--- src/hw/rtl/ffcu_pkg.sv ---
`timescale 1ns / 1ps
`default_nettype none
// ----------------------------------------------------------------------------
// ffcu_pkg
// Types, constants and cell rules shared by the forest fire cell update core.
// ----------------------------------------------------------------------------
package ffcu_pkg;

  localparam int MAX_WIDTH   = 512;
  localparam int COL_W       = $clog2(MAX_WIDTH);
  localparam int ROW_LEN_W   = 10;
  localparam int THR_W       = 16;
  localparam int DRAW_W      = 15;
  localparam int CFG_INDEX_W = 2;
  localparam int CFG_DATA_W  = 16;
  localparam int QUEUE_DEPTH = 2;
  localparam int QCOUNT_W    = 2;

  localparam logic [CFG_INDEX_W-1:0] REG_GROW       = 2'd0;
  localparam logic [CFG_INDEX_W-1:0] REG_LIGHTNING  = 2'd1;
  localparam logic [CFG_INDEX_W-1:0] REG_ROW_LENGTH = 2'd2;

  localparam logic [THR_W-1:0]     GROW_RESET       = 16'd655;
  localparam logic [THR_W-1:0]     LIGHTNING_RESET  = 16'd33;
  localparam logic [ROW_LEN_W-1:0] ROW_LENGTH_RESET = 10'd512;
  localparam logic [ROW_LEN_W-1:0] ROW_LENGTH_MIN   = 10'd2;
  localparam logic [ROW_LEN_W-1:0] ROW_LENGTH_MAX   = ROW_LEN_W'(MAX_WIDTH);

  typedef logic [1:0] cell_t;
  localparam cell_t CELL_EMPTY = 2'd0;
  localparam cell_t CELL_TREE  = 2'd1;
  localparam cell_t CELL_FIRE  = 2'd2;

  typedef logic [1:0] phase_t;
  localparam phase_t PHASE_FIRST  = 2'd0;
  localparam phase_t PHASE_SECOND = 2'd1;
  localparam phase_t PHASE_LATER  = 2'd2;

  typedef cell_t [8:0] window_t;

  typedef struct packed {
    cell_t               cell_state;
    logic                frame_start;
    logic [DRAW_W-1:0]   draw_first;
    logic [DRAW_W-1:0]   draw_second;
  } in_item_t;

  typedef struct packed {
    cell_t next_state;
    logic  end_of_row;
    logic  last;
  } out_item_t;

  typedef struct packed {
    cell_t upper;
    cell_t middle;
  } line_t;

  localparam int LINE_W = $bits(line_t);

  typedef struct packed {
    cell_t top;
    cell_t mid;
    cell_t bot;
  } column_t;

  typedef struct packed {
    logic [THR_W-1:0] grow;
    logic [THR_W-1:0] lightning;
  } thresholds_t;

  typedef struct packed {
    logic                valid;
    logic [QCOUNT_W-1:0] count;
    out_item_t           first;
    out_item_t           second;
  } push_t;

  typedef struct packed {
    logic [QCOUNT_W-1:0] room;
  } queue_status_t;

  function automatic window_t shift_window(window_t w, column_t col);
    window_t n;
    n = w;
    for (int r = 0; r < 3; r++) begin
      n[r*3]   = w[r*3+1];
      n[r*3+1] = w[r*3+2];
    end
    n[2] = col.top;
    n[5] = col.mid;
    n[8] = col.bot;
    return n;
  endfunction

  function automatic cell_t next_cell(window_t w, logic [DRAW_W-1:0] draw, thresholds_t thr);
    logic burning;
    cell_t res;
    burning = 1'b0;
    for (int i = 0; i < 9; i++) begin
      if (i != 4 && w[i] == CELL_FIRE) burning = 1'b1;
    end
    if (w[4] == CELL_FIRE) begin
      res = CELL_EMPTY;
    end else if (w[4] == CELL_EMPTY) begin
      res = ({1'b0, draw} < thr.grow) ? CELL_TREE : CELL_EMPTY;
    end else begin
      res = (burning || ({1'b0, draw} < thr.lightning)) ? CELL_FIRE : CELL_TREE;
    end
    return res;
  endfunction

endpackage
`default_nettype wire

--- src/hw/rtl/ffcu_if.sv ---
`timescale 1ns / 1ps
`default_nettype none
// ----------------------------------------------------------------------------
// ffcu_in_if / ffcu_out_if
// Valid/ready channels for the cell stream and the result stream.
// ----------------------------------------------------------------------------
interface ffcu_in_if import ffcu_pkg::*; ();
  logic     valid;
  logic     ready;
  in_item_t payload;
  modport source(output valid, output payload, input ready);
  modport sink(input valid, input payload, output ready);
endinterface

interface ffcu_out_if import ffcu_pkg::*; ();
  logic      valid;
  logic      ready;
  out_item_t payload;
  modport source(output valid, output payload, input ready);
  modport sink(input valid, input payload, output ready);
endinterface
`default_nettype wire

--- src/hw/rtl/ffcu_ram.sv ---
`timescale 1ns / 1ps
`default_nettype none
// ----------------------------------------------------------------------------
// ffcu_ram
// Generic simple dual port RAM, one write and one registered read port.
// ----------------------------------------------------------------------------
module ffcu_ram #(
  parameter int WIDTH = 8,
  parameter int DEPTH = 256
) (
  input  logic                     clk,
  input  logic                     we,
  input  logic [$clog2(DEPTH)-1:0] waddr,
  input  logic [WIDTH-1:0]         wdata,
  input  logic                     re,
  input  logic [$clog2(DEPTH)-1:0] raddr,
  output logic [WIDTH-1:0]         rdata
);

  logic [WIDTH-1:0] mem [DEPTH];

  always_ff @(posedge clk) begin
    if (we) mem[waddr] <= wdata;
    if (re) rdata <= mem[raddr];
  end

endmodule
`default_nettype wire

--- src/hw/rtl/ffcu_window.sv ---
`timescale 1ns / 1ps
`default_nettype none
// ----------------------------------------------------------------------------
// ffcu_window
// 3x3 neighbourhood window and next-state rule for the centre cell.
// ----------------------------------------------------------------------------
module ffcu_window import ffcu_pkg::*; (
  input  logic              clk,
  input  logic              rst,
  input  logic              load,
  input  logic              clear,
  input  column_t           col,
  input  logic [DRAW_W-1:0] draw_first,
  input  logic [DRAW_W-1:0] draw_second,
  input  thresholds_t       thr,
  output cell_t             next_first,
  output cell_t             next_second
);

  window_t win;
  window_t win_base;
  window_t win_next;
  window_t win_flush;

  localparam column_t COL_EMPTY = '{top: CELL_EMPTY, mid: CELL_EMPTY, bot: CELL_EMPTY};

  always_comb begin
    win_base    = clear ? {9{CELL_EMPTY}} : win;
    win_next    = shift_window(win_base, col);
    win_flush   = shift_window(win_next, COL_EMPTY);
    next_first  = next_cell(win_next, draw_first, thr);
    next_second = next_cell(win_flush, draw_second, thr);
  end

  // row-end flush is not kept: the next transfer always opens a row
  always_ff @(posedge clk) begin
    if (rst) begin
      win <= {9{CELL_EMPTY}};
    end else if (load) begin
      win <= win_next;
    end
  end

endmodule
`default_nettype wire

--- src/hw/rtl/ffcu_out_queue.sv ---
`timescale 1ns / 1ps
`default_nettype none
// ----------------------------------------------------------------------------
// ffcu_out_queue
// Two-entry result queue; takes one or two results per transfer.
// ----------------------------------------------------------------------------
module ffcu_out_queue import ffcu_pkg::*; (
  input  logic              clk,
  input  logic              rst,
  input  push_t             push,
  output queue_status_t     status,
  ffcu_out_if.source        results
);

  out_item_t           q0;
  out_item_t           q1;
  out_item_t           q0_next;
  out_item_t           q1_next;
  logic [QCOUNT_W-1:0] count;
  logic [QCOUNT_W-1:0] count_next;
  logic [QCOUNT_W-1:0] count_left;
  logic                pop;

  assign results.valid   = (count != '0);
  assign results.payload = q0;
  assign pop             = results.valid && results.ready;
  assign count_left      = count - QCOUNT_W'(pop);
  assign status.room     = QCOUNT_W'(QUEUE_DEPTH) - count_left;

  always_comb begin
    q0_next    = q0;
    q1_next    = q1;
    count_next = count_left;
    if (pop) q0_next = q1;
    if (push.valid && push.count != '0) begin
      if (count_left == '0) begin
        q0_next = push.first;
        q1_next = push.second;
      end else begin
        q1_next = push.first;
      end
      count_next = count_left + push.count;
    end
  end

  always_ff @(posedge clk) begin
    if (rst) begin
      count <= '0;
    end else begin
      count <= count_next;
    end
  end

  always_ff @(posedge clk) begin
    q0 <= q0_next;
    q1 <= q1_next;
  end

endmodule
`default_nettype wire

--- src/hw/rtl/forest_fire_cell_update_core.sv ---
`timescale 1ns / 1ps
`default_nettype none
// A transferred cell is registered in s1 and its results go to the result queue;
// a row-end cell's second result follows its first. The first result is the cell
// one row and one column behind the transferred one, the second one row behind.
// Throughput: one cell per cycle; a row-end cell makes two results and the
// column-0 cell after it makes none, so the input waits only on result stalls.
// Reset (rst, synchronous): registers, counters, window and queue cleared;
// line buffer RAM is not cleared.
// ----------------------------------------------------------------------------
// forest_fire_cell_update_core
// Forest fire automaton over a raster cell stream with two line buffers.
// ----------------------------------------------------------------------------
module forest_fire_cell_update_core import ffcu_pkg::*; (
  input  logic                   clk,
  input  logic                   rst,
  input  logic                   cfg_write,
  input  logic [CFG_INDEX_W-1:0] cfg_index,
  input  logic [CFG_DATA_W-1:0]  cfg_data,
  ffcu_in_if.sink                cells,
  ffcu_out_if.source             results
);

  typedef struct packed {
    logic [COL_W-1:0]  col;
    cell_t             in_cell;
    phase_t            phase;
    logic              at_end;
    logic              fwd;
    logic [DRAW_W-1:0] draw_first;
    logic [DRAW_W-1:0] draw_second;
  } stage_t;

  thresholds_t          thr;
  logic [ROW_LEN_W-1:0] row_length;
  logic [ROW_LEN_W-1:0] row_w;
  logic [ROW_LEN_W-1:0] last_col;

  logic [COL_W-1:0]     column_count;
  phase_t               row_phase;
  logic [COL_W-1:0]     col_base;
  phase_t               phase_base;
  logic [COL_W-1:0]     col;
  logic                 at_end;
  cell_t                in_cell;
  logic                 accept;

  stage_t               s1;
  logic                 s1_valid;
  logic                 s1_commit;
  line_t                rdata;
  line_t                fwd_line;
  line_t                line_eff;
  line_t                wdata;
  column_t              win_col;
  cell_t                next_first;
  cell_t                next_second;
  logic                 has_first;
  logic                 has_second;
  push_t                push;
  queue_status_t        qstat;

  always_ff @(posedge clk) begin
    if (rst) begin
      thr.grow      <= GROW_RESET;
      thr.lightning <= LIGHTNING_RESET;
      row_length    <= ROW_LENGTH_RESET;
    end else if (cfg_write) begin
      unique case (cfg_index)
        REG_GROW:       thr.grow      <= cfg_data;
        REG_LIGHTNING:  thr.lightning <= cfg_data;
        REG_ROW_LENGTH: row_length    <= cfg_data[ROW_LEN_W-1:0];
        default: ;
      endcase
    end
  end

  always_comb begin
    if (row_length < ROW_LENGTH_MIN) row_w = ROW_LENGTH_MIN;
    else if (row_length > ROW_LENGTH_MAX) row_w = ROW_LENGTH_MAX;
    else row_w = row_length;
  end
  assign last_col = row_w - ROW_LEN_W'(1);

  // input stage: column and row position of the offered cell
  always_comb begin
    col_base   = cells.payload.frame_start ? '0 : column_count;
    phase_base = cells.payload.frame_start ? PHASE_FIRST
               : ((row_phase > PHASE_LATER) ? PHASE_LATER : row_phase);
    col        = (ROW_LEN_W'(col_base) > last_col) ? last_col[COL_W-1:0] : col_base;
    at_end     = (ROW_LEN_W'(col) == last_col);
    in_cell    = (cells.payload.cell_state > CELL_FIRE) ? CELL_EMPTY
               : cells.payload.cell_state;
  end

  assign cells.ready = !s1_valid || s1_commit;
  assign accept      = cells.valid && cells.ready;

  always_ff @(posedge clk) begin
    if (rst) begin
      column_count <= '0;
      row_phase    <= PHASE_FIRST;
      s1_valid     <= 1'b0;
    end else begin
      if (accept) begin
        column_count <= at_end ? '0 : col + COL_W'(1);
        row_phase    <= (at_end && phase_base != PHASE_LATER) ? phase_base + phase_t'(1)
                      : phase_base;
      end
      if (accept) s1_valid <= 1'b1;
      else if (s1_commit) s1_valid <= 1'b0;
    end
  end

  always_ff @(posedge clk) begin
    if (accept) begin
      s1.col         <= col;
      s1.in_cell     <= in_cell;
      s1.phase       <= phase_base;
      s1.at_end      <= at_end;
      s1.fwd         <= s1_commit && (s1.col == col);
      s1.draw_first  <= cells.payload.draw_first;
      s1.draw_second <= cells.payload.draw_second;
    end
    if (s1_commit) fwd_line <= wdata;
  end

  ffcu_ram #(
    .WIDTH(LINE_W),
    .DEPTH(MAX_WIDTH)
  ) u_lines (
    .clk  (clk),
    .we   (s1_commit),
    .waddr(s1.col),
    .wdata(wdata),
    .re   (accept),
    .raddr(col),
    .rdata(rdata)
  );

  // same column written in the cycle it was read: take the write data
  always_comb begin
    line_eff     = s1.fwd ? fwd_line : rdata;
    wdata.upper  = line_eff.middle;
    wdata.middle = s1.in_cell;
    win_col.top  = (s1.phase == PHASE_SECOND) ? CELL_EMPTY : line_eff.upper;
    win_col.mid  = line_eff.middle;
    win_col.bot  = s1.in_cell;
  end

  ffcu_window u_window (
    .clk        (clk),
    .rst        (rst),
    .load       (s1_commit),
    .clear      (s1.col == '0),
    .col        (win_col),
    .draw_first (s1.draw_first),
    .draw_second(s1.draw_second),
    .thr        (thr),
    .next_first (next_first),
    .next_second(next_second)
  );

  always_comb begin
    has_first   = (s1.phase != PHASE_FIRST) && (s1.col != '0);
    has_second  = (s1.phase != PHASE_FIRST) && s1.at_end;
    push.count  = QCOUNT_W'(has_first) + QCOUNT_W'(has_second);
    push.second = '{next_state: next_second, end_of_row: 1'b1, last: 1'b1};
    push.first  = has_first ? '{next_state: next_first, end_of_row: 1'b0, last: !s1.at_end}
                : push.second;
    s1_commit   = s1_valid && (push.count <= qstat.room);
    push.valid  = s1_commit;
  end

  ffcu_out_queue u_queue (
    .clk    (clk),
    .rst    (rst),
    .push   (push),
    .status (qstat),
    .results(results)
  );

endmodule
`default_nettype wire

--- src/flat_wrapper.sv ---
// flat-port wrapper written by rule: the top's interface ports become plain ports
module forest_fire_cell_update_core_flat import ffcu_pkg::*;
  (clk, rst, cfg_write, cfg_index, cfg_data, cells_valid, cells_payload, cells_ready, results_valid, results_payload, results_ready);
  ffcu_in_if cells_i ();
  ffcu_out_if results_i ();
  input  logic clk;
  input  logic rst;
  input  logic cfg_write;
  input  logic [CFG_INDEX_W-1:0] cfg_index;
  input  logic [CFG_DATA_W-1:0] cfg_data;
  input wire logic [$bits(cells_i.valid)-1:0] cells_valid;
  input wire logic [$bits(cells_i.payload)-1:0] cells_payload;
  output wire logic [$bits(cells_i.ready)-1:0] cells_ready;
  output wire logic [$bits(results_i.valid)-1:0] results_valid;
  output wire logic [$bits(results_i.payload)-1:0] results_payload;
  input wire logic [$bits(results_i.ready)-1:0] results_ready;
  assign cells_i.valid = cells_valid;
  assign cells_i.payload = cells_payload;
  assign cells_ready = cells_i.ready;
  assign results_valid = results_i.valid;
  assign results_payload = results_i.payload;
  assign results_i.ready = results_ready;
  forest_fire_cell_update_core u_core (.clk(clk), .rst(rst), .cfg_write(cfg_write), .cfg_index(cfg_index), .cfg_data(cfg_data), .cells(cells_i), .results(results_i));
endmodule
--- config.mk ---
export PLATFORM = sky130hd
export DESIGN_NAME = forest_fire_cell_update_core_flat
export DESIGN_NICKNAME = d
export VERILOG_FILES = /design/src/hw/rtl/ffcu_pkg.sv /design/src/hw/rtl/ffcu_if.sv /design/src/hw/rtl/ffcu_ram.sv /design/src/hw/rtl/ffcu_window.sv /design/src/hw/rtl/ffcu_out_queue.sv /design/src/hw/rtl/forest_fire_cell_update_core.sv /design/src/flat_wrapper.sv
export SDC_FILE = /design/constraint.sdc
export NUM_CORES = 2
export LEC_CHECK = 0
export ABC_CLOCK_PERIOD_IN_PS = 9600
export BUFFER_PORTS_ARGS = -buffer_cell sky130_fd_sc_hd__buf_4
export CAP_MARGIN = 20
export CORE_AREA = 2 2 600 602
export CTS_BUF_LIST = sky130_fd_sc_hd__clkbuf_2
export CTS_CLUSTER_DIAMETER = 60
export DETAILED_ROUTE_END_ITERATION = 12
export DIE_AREA = 0 0 602 604
export GPL_TIMING_DRIVEN = 0
export PLACE_DENSITY = 0.47
export SYNTH_ARGS = -nofsm -noshare
export SYNTH_HDL_FRONTEND = slang
export SYNTH_SLANG_ARGS = --single-unit
--- constraint.sdc ---
create_clock -name clk -period 9.6 [get_ports clk]
set_input_delay 1.44 -clock clk [delete_from_list [all_inputs] [get_ports clk]]
set_output_delay 1.44 -clock clk [all_outputs]
set_load 0.03 [all_outputs]
== After elaboration in Yosys (flattened, before gate mapping) ==
Memory sizes are Yosys's and may differ from the RTL's. A register that Yosys moved wholly into a read port is not among the register bits.
Index checks and enable logic that the tools add are counted.

* Register bits: 131
* Memory bits (writable): 2,048
* Bits of input ports: 56
* Output and inout port bits: 6
* Memories: 1

{| class="wikitable"
|+ Memories
! name !! words !! bits a word !! read ports !! clocked after Yosys merged registers in !! write ports !! RTL line !! source
|-
| u_core.u_lines.mem || 512 || 4 || 1 || 1 || 1 || ffcu_ram.sv:20 || <nowiki>logic [WIDTH-1:0] mem [DEPTH];</nowiki>
|}

* $add $sub $neg: 7
* $lt $le $gt $ge: 10
* Equality and inequality tests: 15
* Muxes and demuxes: 42
* Reductions and logical operators: 26

{| class="wikitable"
|+ Operators by type and width
! cell !! count
|-
| $lt 15x16->1 || 4
|-
| $mux 9 || 3
|-
| $mux 4 || 6
|-
| $mux 2 || 11
|-
| $eq 2x2->1 const B || 10
|-
| $mux 10 || 2
|-
| $mux 1 || 19
|-
| $mux 18 || 1
|-
| $eq 9x10->1 || 1
|-
| $gt 10x10->1 const B || 1
|-
| $gt 9x10->1 || 1
|-
| $lt 10x2->1 const B || 1
|-
| $sub 10x1->10 const B || 1
|-
| $add 9x1->9 const B || 1
|-
| $eq 9x9->1 || 1
|-
| $logic_not 9->1 || 1
|-
| $reduce_bool 9->1 || 1
|-
| $logic_and 1x1->1 || 8
|-
| $logic_not 2->1 || 4
|-
| $reduce_bool 2->1 || 4
|-
| $reduce_and 2->1 || 3
|-
| $eq 2x1->1 const B || 2
|-
| $gt 2x2->1 const B || 2
|-
| $logic_or 1x1->1 || 3
|-
| 8 further kinds || 9
|}

== Depth between registers and ports, before layout ==
* Depth in word-level cells: 18
* Mapped depth: 27
* Mapped depth without buffers: 21

== By module ==
Synthesis repeated with hierarchy kept, for this count alone.

* Cells, all modules: 5,176
* Area, all modules: 88,959.1 µm²

{| class="wikitable"
|+ By module, submodules not included
! module !! times used !! cells each !! area each (µm²) !! seq. area each (µm²)
|-
| ffcu_ram || 1 || 4,403 || 81,644.6 || 61,619.1
|-
| forest_fire_cell_update_core || 1 || 492 || 4,941.0 || 2,552.4
|-
| ffcu_window || 1 || 235 || 1,861.8 || 240.2
|-
| ffcu_out_queue || 1 || 46 || 511.7 || 240.2
|}

== Worst setup path after synthesis ==
OpenSTA, ideal clock, no wires.

* Path type: reg-to-reg
* Start point: reg u_core.s1[35] (netlist name)
* End point: reg u_core.u_queue.q1[3] (netlist name), data pin
* Library setup time: 181 ps
* Data arrival time: 7,561 ps
* Data required time: 9,419 ps
* Path slack: 1,858 ps
* Cell stages (with the launch flop): 7
* Buffers on the path: 0
* Cell sequence: edfxtp_1 -> a21oi_1 -> nand3_1 -> nor3_1 -> o21ai_0 -> nand2_1 -> o22ai_1

* Word-level cells in the longest chain between the ends: 8

{| class="wikitable"
|+ RTL lines
! element !! RTL line !! source
|-
| $eq 2x2->1 (*) || ffcu_pkg.sv:101 || <nowiki>if (i != 4 && w[i] == CELL_FIRE) burning = 1'b1;</nowiki>
|-
| $mux 1 || ffcu_pkg.sv:101 ||
|-
| $logic_or 1x1->1 || ffcu_pkg.sv:108 || <nowiki>res = (burning || ({1'b0, draw} < thr.lightning)) ? CELL_FIRE : CELL_TREE;</nowiki>
|-
| $mux 2 || ffcu_pkg.sv:108 ||
|-
| $mux 2 || ffcu_pkg.sv:105 || <nowiki>end else if (w[4] == CELL_EMPTY) begin</nowiki>
|-
| $mux 2 || ffcu_pkg.sv:103 || <nowiki>if (w[4] == CELL_FIRE) begin</nowiki>
|-
| $mux 4 || forest_fire_cell_update_core.sv:169 || <nowiki>push.first = has_first ? '{next_state: next_first, end_of_row: 1'b0, last: !s1.at_end}</nowiki>
|-
| $mux 4 (*) || ffcu_out_queue.sv:36 || <nowiki>if (count_left == '0) begin</nowiki>
|-
| to (signal assigned) || ffcu_out_queue.sv:56 || <nowiki>q1 <= q1_next;</nowiki>
|-
| to (decl) || ffcu_out_queue.sv:16 || <nowiki>out_item_t q1;</nowiki>
|}

Every way passes the cells marked *; elsewhere a longest branch is shown, timed or not.
A chain may end at the register's enable or synchronous reset.

== Final worst setup path ==
* Start point: reg u_core.row_length[5]
* End point: reg u_core.u_lines.rdata[1] (read register of u_core.u_lines.mem), data pin

* Word-level cells in the longest chain between the ends: 6

{| class="wikitable"
|+ RTL lines
! element !! RTL line !! source
|-
| from (decl) || forest_fire_cell_update_core.sv:35 || <nowiki>logic [ROW_LEN_W-1:0] row_length;</nowiki>
|-
| from (signal assigned) || forest_fire_cell_update_core.sv:72 || <nowiki>REG_ROW_LENGTH: row_length <= cfg_data[ROW_LEN_W-1:0];</nowiki>
|-
| $gt 10x10->1 || forest_fire_cell_update_core.sv:80 || <nowiki>else if (row_length > ROW_LENGTH_MAX) row_w = ROW_LENGTH_MAX;</nowiki>
|-
| $mux 10 || forest_fire_cell_update_core.sv:80 ||
|-
| $mux 10 (*) || forest_fire_cell_update_core.sv:79 || <nowiki>if (row_length < ROW_LENGTH_MIN) row_w = ROW_LENGTH_MIN;</nowiki>
|-
| $sub 10x1->10 (*) || forest_fire_cell_update_core.sv:83 || <nowiki>assign last_col = row_w - ROW_LEN_W'(1);</nowiki>
|-
| $gt 9x10->1 || forest_fire_cell_update_core.sv:90 || <nowiki>col = (ROW_LEN_W'(col_base) > last_col) ? last_col[COL_W-1:0] : col_base;</nowiki>
|-
| $mux 9 (*) || forest_fire_cell_update_core.sv:90 ||
|-
| to (decl) || ffcu_ram.sv:17 || <nowiki>output logic [WIDTH-1:0] rdata</nowiki>
|}

Marks and branches as above.

==> flow_summary.ini <==
[finish]
n_fill_cell = 36500
area_growth_pct = 17.5
drive_above_1_share = 0.218
nets = 7180
layout_commonest_cell = edfxtp_1
layout_common_cells = edfxtp_1, nand2_1, clkbuf_2

[drt]
drt_pre_antenna_iters = 9
wl_um = 509000
drc = 0
wl_per_cell_um = 41.5
vias_per_cell = 5.68
route.vias.total = 69800
drt_iter0_drc = 14400
ant_nets = 0

[worst_setup_path]
r2r_slack_ns = -0.08
critPathMaxFanout = 10
startpoint_type = register
r2r-end = u_core.u_lines.rdata[1]
cpMaxStageDelayCell = clkbuf_2
slowest_delay_ns = 0.88
worst_ep_arrival_time_ns = 11.08
critical_path.cell_chain = nor4_4 -> a311oi_4 -> inv_2 -> ha_1 -> inv_1 -> nor3_1 -> o31a_1 -> clkbuf_1 -> ha_1 -> nand4_1 -> nor3_1 -> a21o_1 -> o21ai_2 -> and2_1 -> buf_2 -> buf_2 -> buf_2 -> clkbuf_2 -> buf_4 -> nand2_1 -> a31oi_1 -> o21ai_0 -> o311ai_1 -> o32a_1
critical_path.startpoint = u_core.row_length[5]
criticalPathCategory = reg -> reg
reg2reg_from = u_core.row_length[5]
worstPathRequired_ns = 11.01
cpMostUsedCell = buf_2
worstSetupEndpointType = register
r2r_cells = 24

[hold_path]
min_from = cfg_index[0]
min_path_cells = 4
min_path_type = in -> reg
whs_endpoint = u_core.thr[17]

[sta]
slew_headroom = 0.103
whs_ns = 0.214
slew_viol_final = 0
worst_clock_skew_ns = 0.446
timing.setup.tns_ns = -0.164
fin_crit_ns = 9.68
period_share = 1.01
grt_setup_unrepaired = no
hold_viol = 0
finalWorstSetupSlack_ns = -0.0774
worst_pin_slew_ns = 1.35
max_freq_mhz = 103
setup_viol = 4

[grt]
grt_usage = 0.271
globalRouteOverflowTotal = 0
grt_pass1_wl_um = 643000
grt_max_degree = 165
grt_pass1_vias = 63300
antenna_found_initial = 99

[clocking]
cts_buffers = 582
tritoncts = yes
cts-htree-levels = 6
worstSkewPairLatency_ns = 2.01
cts_sinks = 2177
clock_path_buffers = 4
clk_pin_slew_ns = 0.10
cts_root_buffer = clkbuf_2

[place]
dp_hpwl_um = 340000
port_buffers = 60
place.gp.congestion = 1.02

[power_and_ir_drop]
peakVddDrop_v = 0.000159
cellPowerDensity_nw_per_um2 = 215
p_switching_w = 0.00758
clkPwrFrac = 0.306
p_int_w = 0.0149
leakagePower_nw = 35.1
combPwrFrac = 0.186
sequentialPowerShare = 0.508
switching_share = 0.337

[yosys]
syn-cell-area_um2 = 89000
syn_area_per_cell_um2 = 14.3
synth-edff-count = 2105
synth_warnings = 0
synth_seq_cells = 2177
async_flop_share = 0
yosysUniqueCellTypes = 95
yosys_most_used_dff = edfxtp_1
synthesis.nets = 6340
synthCells = 6210
ys_seq_area_frac = 0.727

[flow_run]
maxCapViolCount = 0

[die]
rows = 220
die_x_um = 602
pin_count = 62
coreArea_um2 = 358000
initial_utilization = 0.249
dieArea_um2 = 364000
chipHeight_um = 604

[status]
status = finished, violations left
violations = setup timing
[power groups by stage]
stage                     logic [W]  registers [W]  clock network (W)
after floorplan             0.00133         0.0122                  0
after global placement      0.00306         0.0129                  0
final                       0.00418         0.0114            0.00689
after CTS                   0.00395         0.0114            0.00684
after global routing        0.00413         0.0114            0.00729
after detailed placement    0.00392         0.0116                  0
[cell type report]
cell class	instances	area, um^2	area share
antenna	73	183	0.00175
clock buffer	837	4190	0.0401
inverter	71	284	0.00272
buffer	397	2230	0.0214
tap	4773	5970	0.0572
timing repair buffer	256	4040	0.0387
multi-input combinational	3565	22000	0.211
sequential	2177	64700	0.619
clock inverter	129	888	0.00850
[metrics by stage]
| stage | power [W] | cells | instance area (um^2) | setup WS (ns) | utilization |
|---|---|---|---|---|---|
| finish | 0.0225 | 12300 | 104000 | -0.0774 | 0.292 |
| global route | 0.0229 | 12200 | 104000 | 0.0887 | 0.292 |
| CTS | 0.0222 | 12200 | 104000 | 0.124 | 0.291 |
| detailed placement | 0.0156 | 11200 | 98600 | -0.396 | 0.276 |
| global placement | 0.0159 | 11000 | 95400 | -6.29 | 0.267 |
| floorplan | 0.0135 | 6210 | 89000 | 1.86 | - |
[cells by family after synthesis]
| kind of cell | share of synthesized area |
|---|---|
| simple gates | 0.106 |
| flops | 0.727 |
| compound gates | 0.0688 |
| buf+inv | 0.0267 |
| mux | 0.0586 |
| fa+ha+maj | 0.0104 |
| xor+xnor | 0.00217 |
[worst max-delay path by stage]
stage | endpoint | slack (ns) | cells after the start
6_report | u_core.u_lines.rdata[1] | -0.08 | 24
4_1_cts | u_core.u_lines.rdata[3] | 0.12 | 25
3_5_place_dp | u_core.u_lines.rdata[0] | -0.40 | 18
5_1_grt | u_core.u_lines.rdata[3] | 0.09 | 26
2_1_floorplan | u_core.u_queue.q1[3] | 1.86 | 6
3_3_place_gp | u_core.u_lines.mem[348][1] | -6.29 | 0
[repair_timing]
| item | CTS | global route |
|---|---|---|
| buffers inserted | 0 | 0 |
| pin swaps | 0 | 0 |
| hold endpoints to repair | 75 | 0 |
| setup endpoints to repair | 2 | 2 |
| hold buffers | 53 | 0 |
| resized for setup | 3 | 2 |
[cell usage after synthesis (72+ instances only)]
library cell,n,area share
a31oi_1,81,0.0057
buf_2,126,0.0071
edfxtp_1,2105,0.71
dfxtp_1,72,0.016
o21ai_0,104,0.0059
a32oi_1,75,0.0074
nand4_1,72,0.0051
nor2_1,634,0.027
nand3_1,272,0.015
a21oi_1,256,0.014
clkbuf_1,174,0.0073
ha_1,74,0.010
nand2_1,1032,0.044
mux2i_1,192,0.022
mux4_2,146,0.037
[critical path, delay by kind of cell (launching register included)]
family,cells,cell delay (ns)
compound gates,8,3.36
simple gates,6,1.35
fa+ha+maj,2,0.61
buf+inv,8,3.51
flops,1,0.40
[metal layers]
metal  vias to the layer above  part of all wire  wire, um  GRT usage
li1                      25700                 -         -          -
met1                     35500              0.36    183000      0.332
met2                      6840              0.41    208000      0.382
met3                      1717              0.15     75000      0.109
met4                        48             0.085     43100      0.200
met5                         -           0.00069       351          0
[state kept, by name, indices dropped and copies added (netlist names), 9 cells and up]
name                 count
u_core.column_count      9
u_core.row_length       10
u_core.s1               45
u_core.thr              32
u_core.u_lines.mem    2048
u_core.u_window.win     12
(Power assumes the default switching activity.)
